File: config.mk
export PLATFORM = sky130hd
export DESIGN_NAME = branch_next_pc_unit_flat
export DESIGN_NICKNAME = d
export VERILOG_FILES = /design/src/bpc_pkg.sv /design/src/bpc_if.sv /design/src/branch_next_pc_unit.sv /design/src/flat_wrapper.sv
export VERILOG_INCLUDE_DIRS = /design/src /design/src/src
export SDC_FILE = /design/constraint.sdc
export NUM_CORES = 1
export LEC_CHECK = 0
export ABC_CLOCK_PERIOD_IN_PS = 13800
export BUFFER_PORTS_ARGS = -buffer_cell sky130_fd_sc_hd__buf_2
export CORE_UTILIZATION = 35
export DETAILED_ROUTE_END_ITERATION = 7
export PLACE_DENSITY = 0.64
export SKIP_LAST_GASP = 1
export SLEW_MARGIN = 10
export SYNTH_ARGS = -nofsm -noshare
export SYNTH_HDL_FRONTEND = slang
export SYNTH_SLANG_ARGS = --single-unit
File: constraint.sdc
create_clock -name clk -period 13.8 [get_ports clk]
set_clock_uncertainty 0.2 [all_clocks]
set_input_delay 0.69 -clock clk [delete_from_list [all_inputs] [get_ports clk]]
set_output_delay 0.69 -clock clk [all_outputs]
set_load 0.01 [all_outputs]
File: src/branch_next_pc_unit_defines.svh
// Assertion macros for the branch next-PC unit.
// BPC_ASSERT:     checked property, off while reset is asserted.
// BPC_ASSERT_RST: checked property, also during reset.
`ifndef BRANCH_NEXT_PC_UNIT_DEFINES_SVH
`define BRANCH_NEXT_PC_UNIT_DEFINES_SVH

`ifndef SYNTHESIS
`define BPC_ASSERT(lbl, clk, rstn, prop, msg) \
  lbl: assert property (@(posedge clk) disable iff (!rstn) prop) else $error(msg);
`define BPC_ASSERT_RST(lbl, clk, prop, msg) \
  lbl: assert property (@(posedge clk) prop) else $error(msg);
`else
`define BPC_ASSERT(lbl, clk, rstn, prop, msg)
`define BPC_ASSERT_RST(lbl, clk, prop, msg)
`endif

`endif

File: src/bpc_pkg.sv
package bpc_pkg;

  localparam int unsigned INSTR_W = 32;
  localparam int unsigned PC_W    = 64;

  // bits 31:30
  localparam logic [1:0] KIND_UNCOND = 2'd0;
  localparam logic [1:0] KIND_COND   = 2'd1;
  localparam logic [1:0] KIND_REG    = 2'd3;
  localparam int unsigned KIND_LSB   = 30;

  // bits 3:0 of a conditional branch
  localparam logic [3:0] COND_EQ = 4'd0;
  localparam logic [3:0] COND_NE = 4'd1;
  localparam logic [3:0] COND_GE = 4'b1010;
  localparam logic [3:0] COND_LT = 4'b1011;
  localparam logic [3:0] COND_GT = 4'b1100;
  localparam logic [3:0] COND_LE = 4'b1101;
  localparam logic [3:0] COND_AL = 4'b1110;

  typedef enum logic [1:0] {
    FAULT_OK   = 2'd0,
    FAULT_COND = 2'd1,
    FAULT_KIND = 2'd2
  } fault_t;

  // one captured input word
  typedef struct packed {
    logic [INSTR_W-1:0] instr_word;
    logic [PC_W-1:0]    current_pc;
    logic [PC_W-1:0]    reg_value;
    logic               flag_n;
    logic               flag_z;
    logic               flag_v;
  } item_t;

endpackage

File: src/bpc_if.sv
interface bpc_in_if;
  logic                         valid;
  logic                         ready;
  logic [bpc_pkg::INSTR_W-1:0]  instr_word;
  logic [bpc_pkg::PC_W-1:0]     current_pc;
  logic [bpc_pkg::PC_W-1:0]     reg_value;
  logic                         flag_n;
  logic                         flag_z;
  logic                         flag_v;

  modport source (output valid, instr_word, current_pc, reg_value, flag_n, flag_z, flag_v,
                  input ready);
  modport sink   (input valid, instr_word, current_pc, reg_value, flag_n, flag_z, flag_v,
                  output ready);
endinterface

interface bpc_out_if;
  logic                      valid;
  logic                      ready;
  logic [bpc_pkg::PC_W-1:0]  next_pc;
  logic                      taken;
  logic [1:0]                fault_code;

  modport source (output valid, next_pc, taken, fault_code, input ready);
  modport sink   (input valid, next_pc, taken, fault_code, output ready);
endinterface

File: src/branch_next_pc_unit.sv
// Channel  Dir  Word
// in_ch    in   instr_word, current_pc, reg_value, flag_n, flag_z, flag_v
// out_ch   out  next_pc, taken, fault_code
//
// Result is registered: an accepted word passes through the input register, then the result register;
// one word per cycle sustained while out_ch does not stall.
// Path: input register -> decode, condition test and one 64-bit add -> result register.
// Reset (rst_n, synchronous, low) empties both registers; payload is not cleared.
// A stall on out_ch fills the input register, then drops in_ch.ready; both sides
// can move in the same cycle, so no bubble is lost under back-pressure.
`include "branch_next_pc_unit_defines.svh"

module branch_next_pc_unit (
  input  logic      clk,
  input  logic      rst_n,
  bpc_in_if.sink    in_ch,
  bpc_out_if.source out_ch
);
  import bpc_pkg::*;

  // input register
  logic               s1_valid_r, s1_valid_nxt;
  item_t              s1_item_r;

  // result register
  logic               out_valid_r, out_valid_nxt;
  logic [PC_W-1:0]    out_next_pc_r, out_next_pc_nxt;
  logic               out_taken_r, out_taken_nxt;
  fault_t             out_fault_r, out_fault_nxt;

  logic               in_accept;
  logic               res_free;
  logic               res_load;

  // decode
  logic [1:0]         kind;
  logic [3:0]         cond;
  logic               cond_known;
  logic               cond_met;
  logic [PC_W-1:0]    off_uncond;
  logic [PC_W-1:0]    off_cond;
  logic [PC_W-1:0]    addend;
  logic [PC_W-1:0]    pc_sum;

  // handshake: result register frees when empty or being drained
  assign res_free    = !out_valid_r || out_ch.ready;
  assign res_load    = s1_valid_r && res_free;
  assign in_ch.ready = !s1_valid_r || res_free;
  assign in_accept   = in_ch.valid && in_ch.ready;

  always_comb begin
    s1_valid_nxt = s1_valid_r;
    if (in_accept) begin
      s1_valid_nxt = 1'b1;
    end else if (res_load) begin
      s1_valid_nxt = 1'b0;
    end
  end

  always_comb begin
    out_valid_nxt = out_valid_r;
    if (res_load) begin
      out_valid_nxt = 1'b1;
    end else if (out_ch.ready) begin
      out_valid_nxt = 1'b0;
    end
  end

  always_ff @(posedge clk) begin
    if (!rst_n) begin
      s1_valid_r  <= 1'b0;
      out_valid_r <= 1'b0;
    end else begin
      s1_valid_r  <= s1_valid_nxt;
      out_valid_r <= out_valid_nxt;
    end
  end

  always_ff @(posedge clk) begin
    if (in_accept) begin
      s1_item_r.instr_word <= in_ch.instr_word;
      s1_item_r.current_pc <= in_ch.current_pc;
      s1_item_r.reg_value  <= in_ch.reg_value;
      s1_item_r.flag_n     <= in_ch.flag_n;
      s1_item_r.flag_z     <= in_ch.flag_z;
      s1_item_r.flag_v     <= in_ch.flag_v;
    end
  end

  assign kind = s1_item_r.instr_word[KIND_LSB +: 2];
  assign cond = s1_item_r.instr_word[3:0];

  // imm26 and imm19, sign-extended and scaled by four
  assign off_uncond = {{(PC_W-28){s1_item_r.instr_word[25]}},
                       s1_item_r.instr_word[25:0], 2'b00};
  assign off_cond   = {{(PC_W-21){s1_item_r.instr_word[23]}},
                       s1_item_r.instr_word[23:5], 2'b00};

  // GE/LT use N==V / N!=V
  always_comb begin
    cond_known = 1'b1;
    cond_met   = 1'b0;
    case (cond)
      COND_EQ: cond_met = s1_item_r.flag_z;
      COND_NE: cond_met = !s1_item_r.flag_z;
      COND_GE: cond_met = (s1_item_r.flag_n == s1_item_r.flag_v);
      COND_LT: cond_met = (s1_item_r.flag_n != s1_item_r.flag_v);
      COND_GT: cond_met = !s1_item_r.flag_z && (s1_item_r.flag_n == s1_item_r.flag_v);
      COND_LE: cond_met = !(!s1_item_r.flag_z && (s1_item_r.flag_n == s1_item_r.flag_v));
      COND_AL: cond_met = 1'b1;
      default: cond_known = 1'b0;
    endcase
  end

  // single shared adder; the addend is chosen by kind and condition
  always_comb begin
    if (kind == KIND_UNCOND) begin
      addend = off_uncond;
    end else if (cond_met) begin
      addend = off_cond;
    end else begin
      addend = PC_W'(4);
    end
  end

  assign pc_sum = s1_item_r.current_pc + addend;

  always_comb begin
    out_next_pc_nxt = s1_item_r.current_pc;
    out_taken_nxt   = 1'b0;
    out_fault_nxt   = FAULT_OK;
    case (kind)
      KIND_UNCOND: begin
        out_next_pc_nxt = pc_sum;
        out_taken_nxt   = 1'b1;
      end
      KIND_REG: begin
        out_next_pc_nxt = s1_item_r.reg_value;
        out_taken_nxt   = 1'b1;
      end
      KIND_COND: begin
        if (!cond_known) begin
          out_fault_nxt = FAULT_COND;
        end else begin
          out_next_pc_nxt = pc_sum;
          out_taken_nxt   = cond_met;
        end
      end
      default: out_fault_nxt = FAULT_KIND;
    endcase
  end

  always_ff @(posedge clk) begin
    if (res_load) begin
      out_next_pc_r <= out_next_pc_nxt;
      out_taken_r   <= out_taken_nxt;
      out_fault_r   <= out_fault_nxt;
    end
  end

  assign out_ch.valid      = out_valid_r;
  assign out_ch.next_pc    = out_next_pc_r;
  assign out_ch.taken      = out_taken_r;
  assign out_ch.fault_code = out_fault_r;

  // a faulting word never redirects
  `BPC_ASSERT(a_fault_not_taken, clk, rst_n, (out_valid_r && out_fault_r != FAULT_OK) |-> !out_taken_r, "fault with taken set")
  // a loaded word appears on the output next cycle
  `BPC_ASSERT(a_load_shows, clk, rst_n, res_load |=> out_valid_r, "loaded word lost")
  // input register cannot be overwritten while its word is still held
  `BPC_ASSERT(a_no_overwrite, clk, rst_n, (s1_valid_r && !res_free) |-> !in_ch.ready, "input register overrun")
  // reset empties the pipe
  `BPC_ASSERT_RST(a_reset_empty, clk, !rst_n |=> (!out_valid_r && !s1_valid_r), "pipe not empty after reset")

endmodule
File: src/flat_wrapper.sv
// flat-port wrapper written by rule: the top's interface ports become plain ports
module branch_next_pc_unit_flat import bpc_pkg::*;
  (clk, rst_n, in_ch_valid, in_ch_instr_word, in_ch_current_pc, in_ch_reg_value, in_ch_flag_n, in_ch_flag_z, in_ch_flag_v, in_ch_ready, out_ch_valid, out_ch_next_pc, out_ch_taken, out_ch_fault_code, out_ch_ready);
  bpc_in_if in_ch_i ();
  bpc_out_if out_ch_i ();
  input  logic clk;
  input  logic rst_n;
  input wire logic [$bits(in_ch_i.valid)-1:0] in_ch_valid;
  input wire logic [$bits(in_ch_i.instr_word)-1:0] in_ch_instr_word;
  input wire logic [$bits(in_ch_i.current_pc)-1:0] in_ch_current_pc;
  input wire logic [$bits(in_ch_i.reg_value)-1:0] in_ch_reg_value;
  input wire logic [$bits(in_ch_i.flag_n)-1:0] in_ch_flag_n;
  input wire logic [$bits(in_ch_i.flag_z)-1:0] in_ch_flag_z;
  input wire logic [$bits(in_ch_i.flag_v)-1:0] in_ch_flag_v;
  output wire logic [$bits(in_ch_i.ready)-1:0] in_ch_ready;
  output wire logic [$bits(out_ch_i.valid)-1:0] out_ch_valid;
  output wire logic [$bits(out_ch_i.next_pc)-1:0] out_ch_next_pc;
  output wire logic [$bits(out_ch_i.taken)-1:0] out_ch_taken;
  output wire logic [$bits(out_ch_i.fault_code)-1:0] out_ch_fault_code;
  input wire logic [$bits(out_ch_i.ready)-1:0] out_ch_ready;
  assign in_ch_i.valid = in_ch_valid;
  assign in_ch_i.instr_word = in_ch_instr_word;
  assign in_ch_i.current_pc = in_ch_current_pc;
  assign in_ch_i.reg_value = in_ch_reg_value;
  assign in_ch_i.flag_n = in_ch_flag_n;
  assign in_ch_i.flag_z = in_ch_flag_z;
  assign in_ch_i.flag_v = in_ch_flag_v;
  assign in_ch_ready = in_ch_i.ready;
  assign out_ch_valid = out_ch_i.valid;
  assign out_ch_next_pc = out_ch_i.next_pc;
  assign out_ch_taken = out_ch_i.taken;
  assign out_ch_fault_code = out_ch_i.fault_code;
  assign out_ch_i.ready = out_ch_ready;
  branch_next_pc_unit u_core (.clk(clk), .rst_n(rst_n), .in_ch(in_ch_i), .out_ch(out_ch_i));
endmodule
# [Yosys cells after proc, flatten, opt, wreduce, memory -nomap -nowiden]
# Cells that the tools add are included.
[totals] output_inout_bits=69 register_bits=232 in_bits=167
[classes] n_mux=14 n_reduce_logical=15 n_eq_ne=10 add_sub_neg=1
[op_table] cell="$mux W64" n=3
[op_table] cell="$pmux W64 S3" n=1
[op_table] cell="$add A64 B64 Y64" n=1
[op_table] cell="$eq A4 B4 Y1 const B" n=5
[op_table] cell="$mux W1" n=7
[op_table] cell="$pmux W1 S7" n=1
[op_table] cell="$reduce_or A7 Y1" n=1
[op_table] cell="$eq A4 B1 Y1 const B" n=1
[op_table] cell="$logic_not A1 Y1" n=4
[op_table] cell="$logic_not A4 Y1" n=1
[op_table] cell="$pmux W2 S2" n=1
[op_table] cell="$reduce_bool A2 Y1" n=2
[op_table] cell="$logic_and A1 B1 Y1" n=3
[op_table] cell="$eq A2 B1 Y1 const B" n=1
[op_table] cell="$eq A2 B2 Y1 const B" n=1
[op_table] cell="$logic_not A2 Y1" n=1
[op_table] cell="$logic_or A1 B1 Y1" n=2
[op_table] cell="$pmux W1 S2" n=1
[op_table] cell="$reduce_or A2 Y1" n=1
[op_table] cell="$eq A1 B1 Y1" n=1
[op_table] cell="$ne A1 B1 Y1" n=1

# [Logic depth before layout (Yosys ltp)]
# Gate-level depths: netlist of run 1.
[depth] word_depth=9 mapped_depth=20 depth_no_buf=19

# [Worst setup path after synthesis of run 1]
# No wires, ideal clock.
[synth_path] kind="input port to flip-flop" from="input port out_ch_ready" to="register u_core.s1_item_r, in the netlist u_core.cond[0] (enable)" required_time_ns=13.061 path_buffers=0 setup_ns=0.539 path_slack_ns=8.509 path_stages=3 arrival_time_ns=4.552 path_cell_list="nor2b_1 -> nand2_1 -> and2_1"
[synth_between] elab_chain_len=3
[synth_rtl] item="start: declaration" line_no="flat_wrapper.sv:20" text="input wire logic [$bits(out_ch_i.ready)-1:0] out_ch_ready;"
[synth_rtl] item="$logic_or A1 B1 Y1" line_no="branch_next_pc_unit.sv:46" text="assign res_free = !out_valid_r || out_ch.ready;"
[synth_rtl] item="$logic_or A1 B1 Y1" line_no="branch_next_pc_unit.sv:48" text="assign in_ch.ready = !s1_valid_r || res_free;"
[synth_rtl] item="net in_ch_ready" line_no="flat_wrapper.sv:15" text="output wire logic [$bits(in_ch_i.ready)-1:0] in_ch_ready;"
[synth_rtl] item="$logic_and A1 B1 Y1" line_no="branch_next_pc_unit.sv:49" text="assign in_accept = in_ch.valid && in_ch.ready;"
[synth_rtl] item="net u_core.in_accept" line_no="branch_next_pc_unit.sv:31" text="logic in_accept;"
[synth_rtl] item="end: declaration" line_no="branch_next_pc_unit.sv:23" text="item_t s1_item_r;"
# The timed path passes the listed nets, and every way through them passes these cells.
# A chain may end at the register's enable or synchronous reset.

# [Worst setup path after layout of run 1]
[layout_path] from="register u_core.s1_item_r, in the netlist u_core.cond[2]" to="register u_core.out_next_pc_r[62], in the netlist u_core.out_ch.next_pc[62] (data pin)"
[layout_between] elab_chain_len=7 elab_cells_between_ends=15 cone_classes="add/sub: 1; eq/ne: 6; mux: 6; reduce/logical: 2"
[layout_rtl] item="$eq A4 B4 Y1, or another cell as far along" line_no="branch_next_pc_unit.sv:103" text="case (cond)"
[layout_rtl] item="$pmux W1 S7" line_no="branch_next_pc_unit.sv:103"
[layout_rtl] item="$mux W64" line_no="branch_next_pc_unit.sv:119" text="end else if (cond_met) begin"
[layout_rtl] item="$mux W64" line_no="branch_next_pc_unit.sv:117" text="if (kind == KIND_UNCOND) begin"
[layout_rtl] item="$add A64 B64 Y64" line_no="branch_next_pc_unit.sv:126" text="assign pc_sum = s1_item_r.current_pc + addend;"
[layout_rtl] item="$mux W64" line_no="branch_next_pc_unit.sv:142" text="if (!cond_known) begin"
[layout_rtl] item="$pmux W64 S3 *" line_no="branch_next_pc_unit.sv:132" text="case (kind)"
[layout_rtl] item="net u_core.out_next_pc_nxt[62]" line_no="branch_next_pc_unit.sv:27" text="logic [PC_W-1:0] out_next_pc_r, out_next_pc_nxt;"
[layout_rtl] item="end signal: assignment" line_no="branch_next_pc_unit.sv:155" text="out_next_pc_r <= out_next_pc_nxt;"
[layout_rtl] item="end: declaration" line_no="branch_next_pc_unit.sv:27"
# The timed path passes the listed nets; every way through them passes the cells marked *.

==> results by group, run 1 <==
Status
  • Status: finished, final reports clean

Power
  • Net switching fraction of the power: between 20% and 30%
  • Max IR drop VDD: ~0.13 mV
  • Comb power frac: between 10% and 20%
  • Leakage dissipation: a little under 6 nW
  • Seq pwr share: approximately 45%
  • PwrDens: around 130 mW/mm²
  • Sw Pwr: 517 µW
  • Power Total: roughly 1.9 mW
  • Int Power: ~1.3 mW
  • Clock power share: a little over a third

Timing
  • Slew Limit Headroom: between 30 and 40%
  • Fin. max-slew vios: 0
  • Fmax: between 150 and 200 MHz
  • RSZ-0062 raised after global routing: no
  • Fin worst setup slack: about 8.1 ns
  • Hold Violations, Final: 0
  • Setup TNS: 0 ns
  • Worst-Margin Slew: 0.981 ns
  • Setup violators final: 0
  • Period utilisation layout: between 40% and 50%
  • Minimum clock period: 5.68 ns

Clock network
  • Hold_buf cts: 0
  • Post_cts resized: 0
  • Setup bufs post-CTS: 0
  • Num CTS Buffers: 25
  • Clk slew on worst S/H paths: around 0.070 ns
  • Clock Path Buffers: 3
  • Htree depth: 1
  • Sinks on Clock Net: between 200 and 250
  • Worst-Skew Late Latency: 0.53 ns
  • Root buf cell: clkbuf_16
  • CTS tree: built

Drt
  • Routed WL: between 30 and 40 mm
  • TritonRoute pass-1 iters: 5
  • Vias: 9281
  • Post-route ant nets: 0
  • Vias/cell: ~5.3
  • Wire per inst: ~19 µm
  • Met1 Wirelength: between 10 and 15 mm
  • Drt drc: 0
  • Starting DRT DRC Count: 626
  • DR WL met3: about 1.6 mm
  • WL met2: approximately 15 mm
  • Max layer used: met5

Logic synthesis
  • Sequential-to-total area share from yosys stat: 55.9%
  • Yosys warnings: 0
  • Syn_nets: 1307
  • Ys flop type: edfxtp_1
  • Post-Synthesis Cells: roughly 1100
  • Async set-reset flop share out of synthesis: 0%
  • Seq cells post-synth: about 230
  • Synth cell types: 72
  • Number of synthesized flops with an enable pin: between 200 and 250
  • Synthesized area: 0.0122 mm²
  • Avg Cell Area, Syn: 11.5 µm²

Setup path
  • Delay-heaviest family, CP: compound AO/OA/AOI/OAI gates
  • Worst EP arrival: approximately 5.8 ns
  • R2R Path End: u_core.out_ch.next_pc[62]$_DFFE_PP_
  • CP Data Required Time: between 10 and 15 ns
  • Worst path most repeated cell: o21ai_0
  • Reg2Reg Setup Slack: ~8.1 ns
  • Reg2Reg Depth: 19
  • Startpoint Class: flip-flop
  • Worst-path fanout max: 21
  • Slowest stage delay, CP: roughly 0.6 ns
  • CP max-delay cell: a311oi_1
  • CP Class: flip-flop to flip-flop
  • Worst R2R Start: u_core.cond[2]$_DFFE_PP_
  • CP cell instances: or3_1 -> o21ai_0 -> a21oi_1 -> o2bb2ai_1 -> buf_4 -> nand2_1 -> o21ai_0 -> inv_1 -> fa_1 -> and2b_1 -> o2111ai_1 -> a311oi_1 -> o21ba_2 -> o211ai_1 -> a31oi_2 -> a31oi_1 -> o31ai_2 -> xnor2_1 -> o21ai_1
  • Critical Path Sink Type: flip-flop
  • Worst path buffer plus inverter count: 2

Layout
  • Fin area: ~0.015 mm²
  • Nets: about 1500
  • Multi-input logic area: around 0.005 mm²
  • Final Util: a little over two fifths
  • Final-layout fill cell count: 3279
  • FF/Latch Area: around 0.007 mm²
  • Syn-to-layout area delta: 20.0%
  • Share of cells above drive strength 1: 23.3%

Min path
  • Worst Hold End: u_core.kind[1]$_DFFE_PP_
  • Hold Crit Class: input port to flip-flop
  • HP Start: in_ch_instr_word[31]
  • Hold Crit Depth: 1

Die
  • Die extent in y: 189 µm
  • DIE WIDTH: about 190 µm
  • Die area: ~0.036 mm²
  • Core Area: 0.0345 mm²
  • Initial Utilization: 35.5%
  • Row cnt: 68
  • IO Count: around 240

GRT
  • Global-route wire length before repair: roughly 51 mm
  • GRT overflow: 0
  • Global Route Usage Sum: a little under a fifth
  • Largest net degree at the start of global routing: just under 80
  • Vias in the first global route: approximately 9100
  • Antenna violations before repair: 2

Placement
  • IO buf count: ~230
  • Post-DP HPWL: ~24 mm
  • Post-DP Area: about 0.014 mm²
  • Setup WS pre-CTS: 8.13 ns
  • RD Place Congestion: ~0.9

Run
  • Max-cap viol count: 0
-- sequential cells by signal, indices dropped and copies added (netlist names) --
name / flops
u_core.off_uncond: 3
u_core.off_cond: 19
u_core.out_ch.taken: 1
u_core.cond: 4
u_core.out_ch.next_pc: 64
u_core.out_ch.valid: 1
u_core.kind: 2
u_core.out_ch.fault_code: 2
u_core.s1_item_r: 131
u_core.s1_valid_r: 1
-- layout by cell type (no fill, tap or decap), types with 3 or more instances in the layout --
cell type	count
a41oi_1	3
a21oi_1	78
nor2b_1	9
a211oi_1	4
a211o_1	3
nor3_1	14
bufinv_16	3
nor2_1	33
o21a_1	9
clkinv_1	6
nand2b_1	4
o21bai_1	14
clkinvlp_4	3
nand4_1	18
clkbuf_16	25
xor2_1	22
and3_1	7
inv_1	24
and2_1	3
a21o_1	41
o21ai_0	110
edfxtp_1	226
ha_1	77
xnor2_1	34
nand2_1	117
a31oi_1	14
or2_2	3
buf_2	231
buf_4	12
o211ai_1	5
o21ai_1	4
clkbuf_1	4
a22oi_1	58
or3_1	4
nor3b_1	4
o31ai_1	3
nand3_1	14
-- routing by layer --
metal	GRT usage (%)	vias up
met1	24.7	4411
li1	-	4509
met4	5.06	2
met3	2.74	58
met5	0	-
met2	30.3	301
-- worst max-delay path by stage --
stage / slack [ns] / from / endpoint / cells after the start
2_1_floorplan: 8.51 / out_ch_ready / u_core.cond[0]$_DFFE_PP_ / 3
3_3_place_gp: 8.18 / u_core.cond[2]$_DFFE_PP_ / u_core.out_ch.next_pc[62]$_DFFE_PP_ / 19
3_5_place_dp: 8.13 / u_core.cond[2]$_DFFE_PP_ / u_core.out_ch.next_pc[62]$_DFFE_PP_ / 19
4_1_cts: 8.11 / u_core.cond[2]$_DFFE_PP_ / u_core.out_ch.next_pc[62]$_DFFE_PP_ / 19
5_1_grt: 7.80 / u_core.cond[2]$_DFFE_PP_ / u_core.out_ch.next_pc[62]$_DFFE_PP_ / 19
6_report: 8.12 / u_core.cond[2]$_DFFE_PP_ / u_core.out_ch.next_pc[62]$_DFFE_PP_ / 19
-- synthesized netlist by cell type (18+ instances only) --
cell type | number | share of area (%)
a21o_1 | 41 | 2.5
edfxtp_1 | 226 | 56
xnor2_1 | 34 | 2.4
inv_1 | 24 | 0.74
nand2_1 | 117 | 3.6
clkbuf_1 | 49 | 1.5
a22oi_1 | 58 | 3.6
nor2_1 | 33 | 1.0
nand4_1 | 18 | 0.92
xor2_1 | 22 | 1.6
o21ai_0 | 110 | 4.5
ha_1 | 77 | 7.9
a21oi_1 | 78 | 3.2
-- cell families (layout without fill, tap and decap cells) --
kind of cell | Yosys count | in the layout | share of synthesized area (%)
AOI/OAI and AO/OA | 378 | 378 | 20.1
buffers and inverters | 76 | 312 | 2.37
adders and majority gates | 78 | 78 | 8.05
muxes | 2 | 2 | 0.164
xor gates and xnor gates | 56 | 56 | 4.01
and+or+nand+nor | 244 | 244 | 9.44
other | 0 | 2 | 0
DFF | 228 | 228 | 55.9
-- through the flow --
step           hold slack (ns)  instances
2_1_floorplan            0.277       1062
3_3_place_gp             0.300       1708
3_5_place_dp             0.325       1708
4_1_cts                 0.0998       1753
5_1_grt                  0.107       1753
6_report                 0.129       1755
-- power groups by stage --
stage	clock network, mW	logic (mW)	registers (mW)
2_1_floorplan	0	0.238	0.856
3_3_place_gp	0	0.358	0.850
3_5_place_dp	0	0.361	0.851
4_1_cts	0.681	0.363	0.837
5_1_grt	0.705	0.402	0.841
6_report	0.665	0.362	0.837
-- final cells by class --
type / instances / area share [%]
antenna: 2 / 0.0341
clock buffer: 29 / 4.37
clock inverter: 16 / 1.13
inverter: 24 / 0.614
multi-input combinational: 758 / 34.9
sequential: 228 / 46.5
tap: 455 / 3.88
timing repair buffer: 243 / 8.50
Power figures use the tool's default switching activity.
==> inputs of run 2 (changes only) <==
ABC_CLOCK_PERIOD_IN_PS = 4700   (was 13800)
PLACE_DENSITY = 0.66   (was 0.64)
clock period = 4.7 ns   (was 13.8 ns; I/O delays follow)
==> run 2 against run 1 <==
Against the previous run: maximum frequency is 23% higher; clock power rose to 2.8 times the previous value; combinational power rose to 4.0 times the previous value; hold slack improved by 0.058 ns; sequential power grew to 2.9 times the previous value; flip-flop and latch count stayed put; global-route usage is 2.0 points higher; sequential share of layout area shrank 8.0 points; final area grew 21%; worst setup slack worse by 8.0 ns; critical endpoint is now u_core.out_ch.next_pc[53]$_DFFE_PP_; largest power group unchanged.
==> results by group, run 2 (synthesis results as in run 1) <==
Clock network
  • CTS tree: built
  • Root buf cell: clkbuf_16
  • Sinks on Clock Net: ~230
  • Htree depth: 1
  • Clock Path Buffers: 3
  • Num CTS Buffers: 25
  • Worst-Skew Late Latency: around 0.55 ns
  • Clk slew on worst S/H paths: ~0.06 ns

Setup path
  • Worst path most repeated cell: buf_4
  • Worst-path fanout max: 7
  • CP cell instances: xor2_2 -> buf_4 -> a21oi_2 -> o21ai_2 -> o2bb2ai_4 -> buf_6 -> and3b_1 -> buf_4 -> a21o_1 -> ha_2 -> buf_4 -> nand3_1 -> nor2_1 -> nand3_2 -> o211ai_4 -> a21oi_4 -> o31ai_4 -> a21o_1 -> a21oi_2 -> o311ai_2
  • Critical Path Sink Type: flip-flop
  • CP Class: flip-flop to flip-flop
  • CP max-delay cell: edfxtp_1
  • Worst EP arrival: 4.73 ns
  • Slowest stage delay, CP: roughly 0.42 ns
  • Startpoint Class: flip-flop
  • CP Data Required Time: between 4 and 5 ns

Timing
  • Fin worst setup slack: around 0.094 ns
  • Hold Violations, Final: 0
  • RSZ-0062 raised after global routing: yes
  • Worst-Margin Slew: ~0.90 ns
  • Setup TNS: 0 ns
  • Setup violators final: 0
  • Minimum clock period: approximately 4.6 ns
  • Fin. max-slew vios: 0
  • Fmax: roughly 220 MHz
  • Slew Limit Headroom: between 30% and 40%
  • Period utilisation layout: between 90% and 100%
  • Hold WS: between 0.15 and 0.2 ns

Placement
  • RD Place Congestion: approximately 0.9
  • IO buf count: between 200 and 250
  • Cell total after placement: approximately 1800
  • Post-DP Area: 0.0147 mm²
  • Setup WS pre-CTS: -0.151 ns
  • Post-DP HPWL: 25.2 mm

Drt
  • TritonRoute pass-1 iters: 5
  • Vias/cell: a little over 5
  • Wire per inst: ~19 µm
  • Post-route ant nets: 0
  • Routed WL: ~38 mm
  • Drt drc: 0
  • Vias: ~10000
  • Starting DRT DRC Count: 650

Die
  • Initial Utilization: between 30% and 40%
  • IO Count: around 240
  • Die extent in y: between 150 and 200 µm
  • Row cnt: 68
  • DIE WIDTH: between 150 and 200 µm
  • Core Area: ~0.034 mm²
  • Die area: about 0.036 mm²

GRT
  • Vias in the first global route: approximately 11000
  • Antenna violations before repair: 0
  • Largest net degree at the start of global routing: 68
  • Global Route Usage Sum: a little over 20%
  • GRT overflow: 0
  • Global-route wire length before repair: about 57 mm

Layout
  • Nets: ~1800
  • Fin area: approximately 0.018 mm²
  • Share of cells above drive strength 1: between 30% and 40%
  • Max FFs per register: approximately 130
  • Commonest non-fill, non-tap cell in the layout: buf_2
  • Syn-to-layout area delta: 44.8%
  • Final-layout fill cell count: between 2000 and 3000
  • ANT cells: 0
  • Final std cells w/o fill: a little over 2000
  • Reg with most FFs: u_core.s1_item_r
  • Final Util: about half
  • Most frequent cells in the layout: 231 x buf_2, 226 x edfxtp_1, 163 x dlygate4sd3_1

Power
  • Max IR drop VDD: around 0.26 mV
  • Leakage dissipation: around 7.2 nW
  • PwrDens: around 320 mW/mm²
  • Power Total: between 5 and 6 mW

Status
  • Status: finished, final reports clean

Min path
  • Hold Crit Class: input port to flip-flop

Run
  • Max-cap viol count: 0
-- run 2: worst paths after layout --
check                                                     from                                   to  slack (ns)  cells past startpoint
worst min register to register  u_core.s1_item_r[32]$_DFFE_PP_  u_core.out_ch.next_pc[29]$_DFFE_PP_        0.35                      2
worst min-delay path                      in_ch_current_pc[18]       u_core.s1_item_r[85]$_DFFE_PP_        0.19                      2
worst max register to register   u_core.s1_item_r[2]$_DFFE_PP_  u_core.out_ch.next_pc[53]$_DFFE_PP_        0.09                     20
worst max-delay path             u_core.s1_item_r[2]$_DFFE_PP_  u_core.out_ch.next_pc[53]$_DFFE_PP_        0.09                     20
-- run 2: cell type report --
cell class | count | area [µm²] | share of cell area [%]
clock inverter | 15 | 104 | 0.587
inverter | 24 | 90.1 | 0.509
clock buffer | 29 | 641 | 3.62
timing repair buffer | 530 | 3880 | 21.9
sequential | 228 | 6830 | 38.6
multi-input combinational | 758 | 5590 | 31.6
tap | 455 | 569 | 3.22
-- run 2: routing by layer --
layer  GRT usage [%]  vias to the layer above  routed length (µm)
met1            25.3                     4976               16200
met5               0                        -                   0
met2            35.7                      318               18900
li1                -                     5087                   -
met3            3.05                       71                1690
met4            5.83                        0                1050
-- run 2: repair_timing --
action                                 CTS  global route
resized for setup                       13            93
buffers inserted                         3            15
hold buffers                           163             0
endpoints found under the hold margin  161             0
pin swaps                                1            36
gates cloned                             0             2
setup endpoints to repair               15            34
-- run 2: critical path, delay by kind of cell (launching register included) --
family	cells	cell delay, ns
buffers and inverters	4	0.61
AOI/OAI and AO/OA	10	1.98
adders and majority gates	1	0.42
and+or+nand+nor	4	0.53
DFF	1	0.42
xor gates and xnor gates	1	0.22
-- run 2: power by group --
group | internal, mW | switching [mW] | total, mW
registers | 2.40 | 0.0632 | 2.46
logic | 0.682 | 0.758 | 1.44
clock network | 1.03 | 0.814 | 1.84
==> inputs of run 3 (changes only) <==
ABC_AREA = 1   (was default)
CORE_ASPECT_RATIO = 0.7   (was default)
PLACE_DENSITY = 0.65   (was 0.66)
==> run 3 against run 2 <==
Against the previous run: synthesized area grew 17%; sequential power is essentially flat; combinational power grew 5%; wire length grew 32%; via count grew 28%; worst setup slack gained 0.42 ns; die area grew 17%.
==> results by group, run 3 <==
Clock network
  • Root buf cell: clkbuf_16
  • Clk slew on worst S/H paths: ~0.060 ns
  • Sinks on Clock Net: roughly 230
  • Setup bufs post-CTS: 0
  • Post_cts resized: 0
  • Num CTS Buffers: 23
  • Htree depth: 1
  • CTS tree: built
  • Clock Path Buffers: 3
  • Worst-Skew Late Latency: roughly 0.56 ns
  • Hold_buf cts: about 160

Setup path
  • CP startpoint: u_core.cond[2]$_DFFE_PP_
  • CP cell instances: inv_1 -> nand3_1 -> nand2_1 -> nand3_1 -> nor2_1 -> inv_1 -> buf_4 -> nand3_1 -> o21ai_0 -> ha_1 -> a21oi_1 -> nand2_1 -> nand2_1 -> nand3_2 -> nand2_1 -> nand2_1 -> nand2_1 -> nand2_1 -> or2_2 -> nand3_1 -> a31oi_1
  • CP Class: flip-flop to flip-flop
  • Startpoint Class: flip-flop
  • Critical Path Sink Type: flip-flop
  • Delay-heaviest family, CP: simple AND/OR/NAND/NOR gates
  • Worst EP arrival: between 4 and 5 ns
  • Slowest stage delay, CP: roughly 0.40 ns
  • Worst path most repeated cell: nand2_1
  • Worst path buffer plus inverter count: 3
  • Worst R2R Start: u_core.cond[2]$_DFFE_PP_
  • CP Data Required Time: roughly 4.8 ns
  • Worst-path fanout max: 5
  • CP max-delay cell: edfxtp_1

Timing
  • Setup TNS: 0 ns
  • RSZ-0062 raised after global routing: no
  • Period utilisation layout: approximately 89%
  • Slew Limit Headroom: between 20% and 30%
  • Worst-Margin Slew: between 1 and 1.5 ns
  • Minimum clock period: around 4.2 ns
  • Fin. max-slew vios: 0
  • Setup violators final: 0
  • Hold Violations, Final: 0
  • Fmax: between 200 and 250 MHz

Logic synthesis
  • Synth cell types: between 50 and 60
  • XOR/XNOR Fraction of Synth Area: less than 1%
  • Simple-Gate Fraction of Synth Area: about a quarter
  • Adder-cell share of the synthesized area: just under 7%
  • Yosys top cell by area: edfxtp_1
  • Syn_nets: between 1500 and 2000
  • Area contributors post-synth: edfxtp_1 48%, nand2_1 12%, ha_1 6.7%
  • Compound-cell area share of the yosys netlist: between 10% and 20%
  • Seq cells post-synth: between 200 and 250
  • Post-Synthesis Cells: roughly 1700
  • Yosys warnings: 0
  • Proportion of synthesized area in mux cells: 0%
  • Largest family of logic cells by synthesized area: simple AND/OR/NAND/NOR gates
  • Most frequent cells after synthesis: 452 x nand2_1, 229 x inv_1, 226 x edfxtp_1
  • Avg Cell Area, Syn: between 8 and 9 µm²
  • Synthesized area: around 0.014 mm²
  • Ys flop type: edfxtp_1
  • Number of synthesized flops with an enable pin: approximately 230
  • Async set-reset flop share out of synthesis: 0%
  • Sequential-to-total area share from yosys stat: a little under half
  • Most common cell in the netlist: nand2_1
  • Top-area cell type share of the netlist area: 47.5%

Layout
  • Syn-to-layout area delta: 29.1%
  • Reg with most FFs: u_core.s1_item_r
  • Share of cells above drive strength 1: between 15 and 20%
  • ANT cells: 0
  • Final std cells w/o fill: 2647
  • Multi-input logic area: 0.00638 mm²
  • Max FFs per register: around 130
  • FF/Latch Area: 0.00683 mm²
  • Nets: 2343
  • Commonest non-fill, non-tap cell in the layout: nand2_1
  • Final-layout fill cell count: 3921
  • Most frequent cells in the layout: 452 x nand2_1, 231 x buf_2, 227 x inv_1

Drt
  • Vias: about 13000
  • Wire per inst: around 19 µm
  • Vias/cell: ~5.1
  • Post-route ant nets: 0
  • Starting DRT DRC Count: 1155
  • TritonRoute pass-1 iters: 5
  • Routed WL: around 50 mm
  • Drt drc: 0

Die
  • Row cnt: 61
  • Die area: roughly 0.042 mm²
  • DIE WIDTH: 243 µm
  • Initial Utilization: a little over a third
  • Core Area: about 0.04 mm²
  • IO Count: between 200 and 250
  • Die extent in y: between 150 and 200 µm

GRT
  • Antenna violations before repair: 0
  • Vias in the first global route: approximately 13000
  • Global Route Usage Sum: between 20% and 30%
  • GRT overflow: 0
  • Largest net degree at the start of global routing: between 90 and 100
  • Global-route wire length before repair: around 74 mm

Min path
  • HP Start: in_ch_current_pc[32]
  • Hold Crit Class: input port to flip-flop

Power
  • Leakage dissipation: roughly 8 nW
  • Seq pwr share: ~43%
  • Comb power frac: between 20% and 30%
  • Max IR drop VDD: 0.259 mV
  • Sw Pwr: 1.83 mW
  • Clock power share: 31.2%
  • Int Power: between 3 and 4 mW
  • PwrDens: ~310 mW/mm²
  • Net switching fraction of the power: 31.6%

Placement
  • RD Place Congestion: 0.959
  • Cell total after placement: roughly 2400
  • Post-DP HPWL: around 38 mm
  • IO buf count: between 200 and 250

Run
  • Max-cap viol count: 0

Status
  • Status: finished, final reports clean
run 3: cell count changes in the layout (fill, tap and decap cells not counted), sizes merged, moves of 49 or more:
| cell | previous run | this run |
|---|---|---|
| nor2 | 33 | 178 |
| buf | 366 | 247 |
| a22oi | 58 | 9 |
| inv | 26 | 241 |
| a21oi | 79 | 143 |
| nand2 | 117 | 469 |
| nand3 | 15 | 92 |
run 3: final timing paths:
check | to | slack (ns) | cells after the start
min reg2reg | u_core.out_ch.next_pc[0]$_DFFE_PP_ | 0.34 | 2
max | u_core.out_ch.next_pc[22]$_DFFE_PP_ | 0.52 | 21
min | u_core.s1_item_r[99]$_DFFE_PP_ | 0.18 | 2
max reg2reg | u_core.out_ch.next_pc[22]$_DFFE_PP_ | 0.52 | 21
run 3: stage by stage:
| step | total power, mW | hold WS (ns) | utilization (%) | setup WS [ns] | cell area [µm²] |
|---|---|---|---|---|---|
| 4_1_cts | 5.81 | 0.161 | 46.1 | 0.610 | 18400 |
| 5_1_grt | 6.07 | 0.171 | 46.1 | 0.147 | 18400 |
| 3_5_place_dp | 3.88 | 0.213 | 40.3 | 0.645 | 16100 |
| 3_3_place_gp | 3.87 | 0.211 | 40.3 | 0.588 | 16100 |
| 6_report | 5.79 | 0.178 | 46.1 | 0.517 | 18400 |
| 2_1_floorplan | 3.38 | 0.134 | - | 0.299 | 14300 |
run 3: cell families (layout without fill, tap and decap cells):
logic type | Yosys count | in the layout
and+or+nand+nor | 801 | 801
AOI/OAI and AO/OA | 308 | 308
buffers and inverters | 278 | 691
DFF | 228 | 228
adders and majority gates | 78 | 78
xor gates and xnor gates | 6 | 6
run 3: layout make-up:
class                      count  share of cell area (%)
multi-input combinational   1193                    34.6
clock inverter                11                   0.617
clock buffer                  28                    3.22
inverter                     242                    4.95
tap                          535                    3.63
timing repair buffer         410                    16.0
sequential                   228                    37.0
run 3: layer usage:
layer  track usage, %  wire length (µm)  vias up  share of wire [%]
met3             4.25              3910       35                7.8
li1                 -                 -     6530                  -
met1             37.4             25600     6319                 51
met2             33.6             20000      499                 40
met5                0                 0        -                  0
met4             3.17               539        0                1.1
run 3: power groups by stage:
stage	logic (mW)	registers, mW	clock network [mW]
final	1.51	2.48	1.81
after global routing	1.66	2.49	1.93
after CTS	1.48	2.48	1.85
after detailed placement	1.36	2.52	0
after global placement	1.35	2.52	0
after floorplan	0.861	2.52	0
run 3: worst register-to-register path: cells and delay by family (launching register included):
| family | cells | cell delay (ns) |
|---|---|---|
| simple gates | 14 | 1.96 |
| compound gates | 3 | 0.40 |
| flops | 1 | 0.40 |
| buf+inv | 3 | 0.60 |
| fa+ha+maj | 1 | 0.32 |
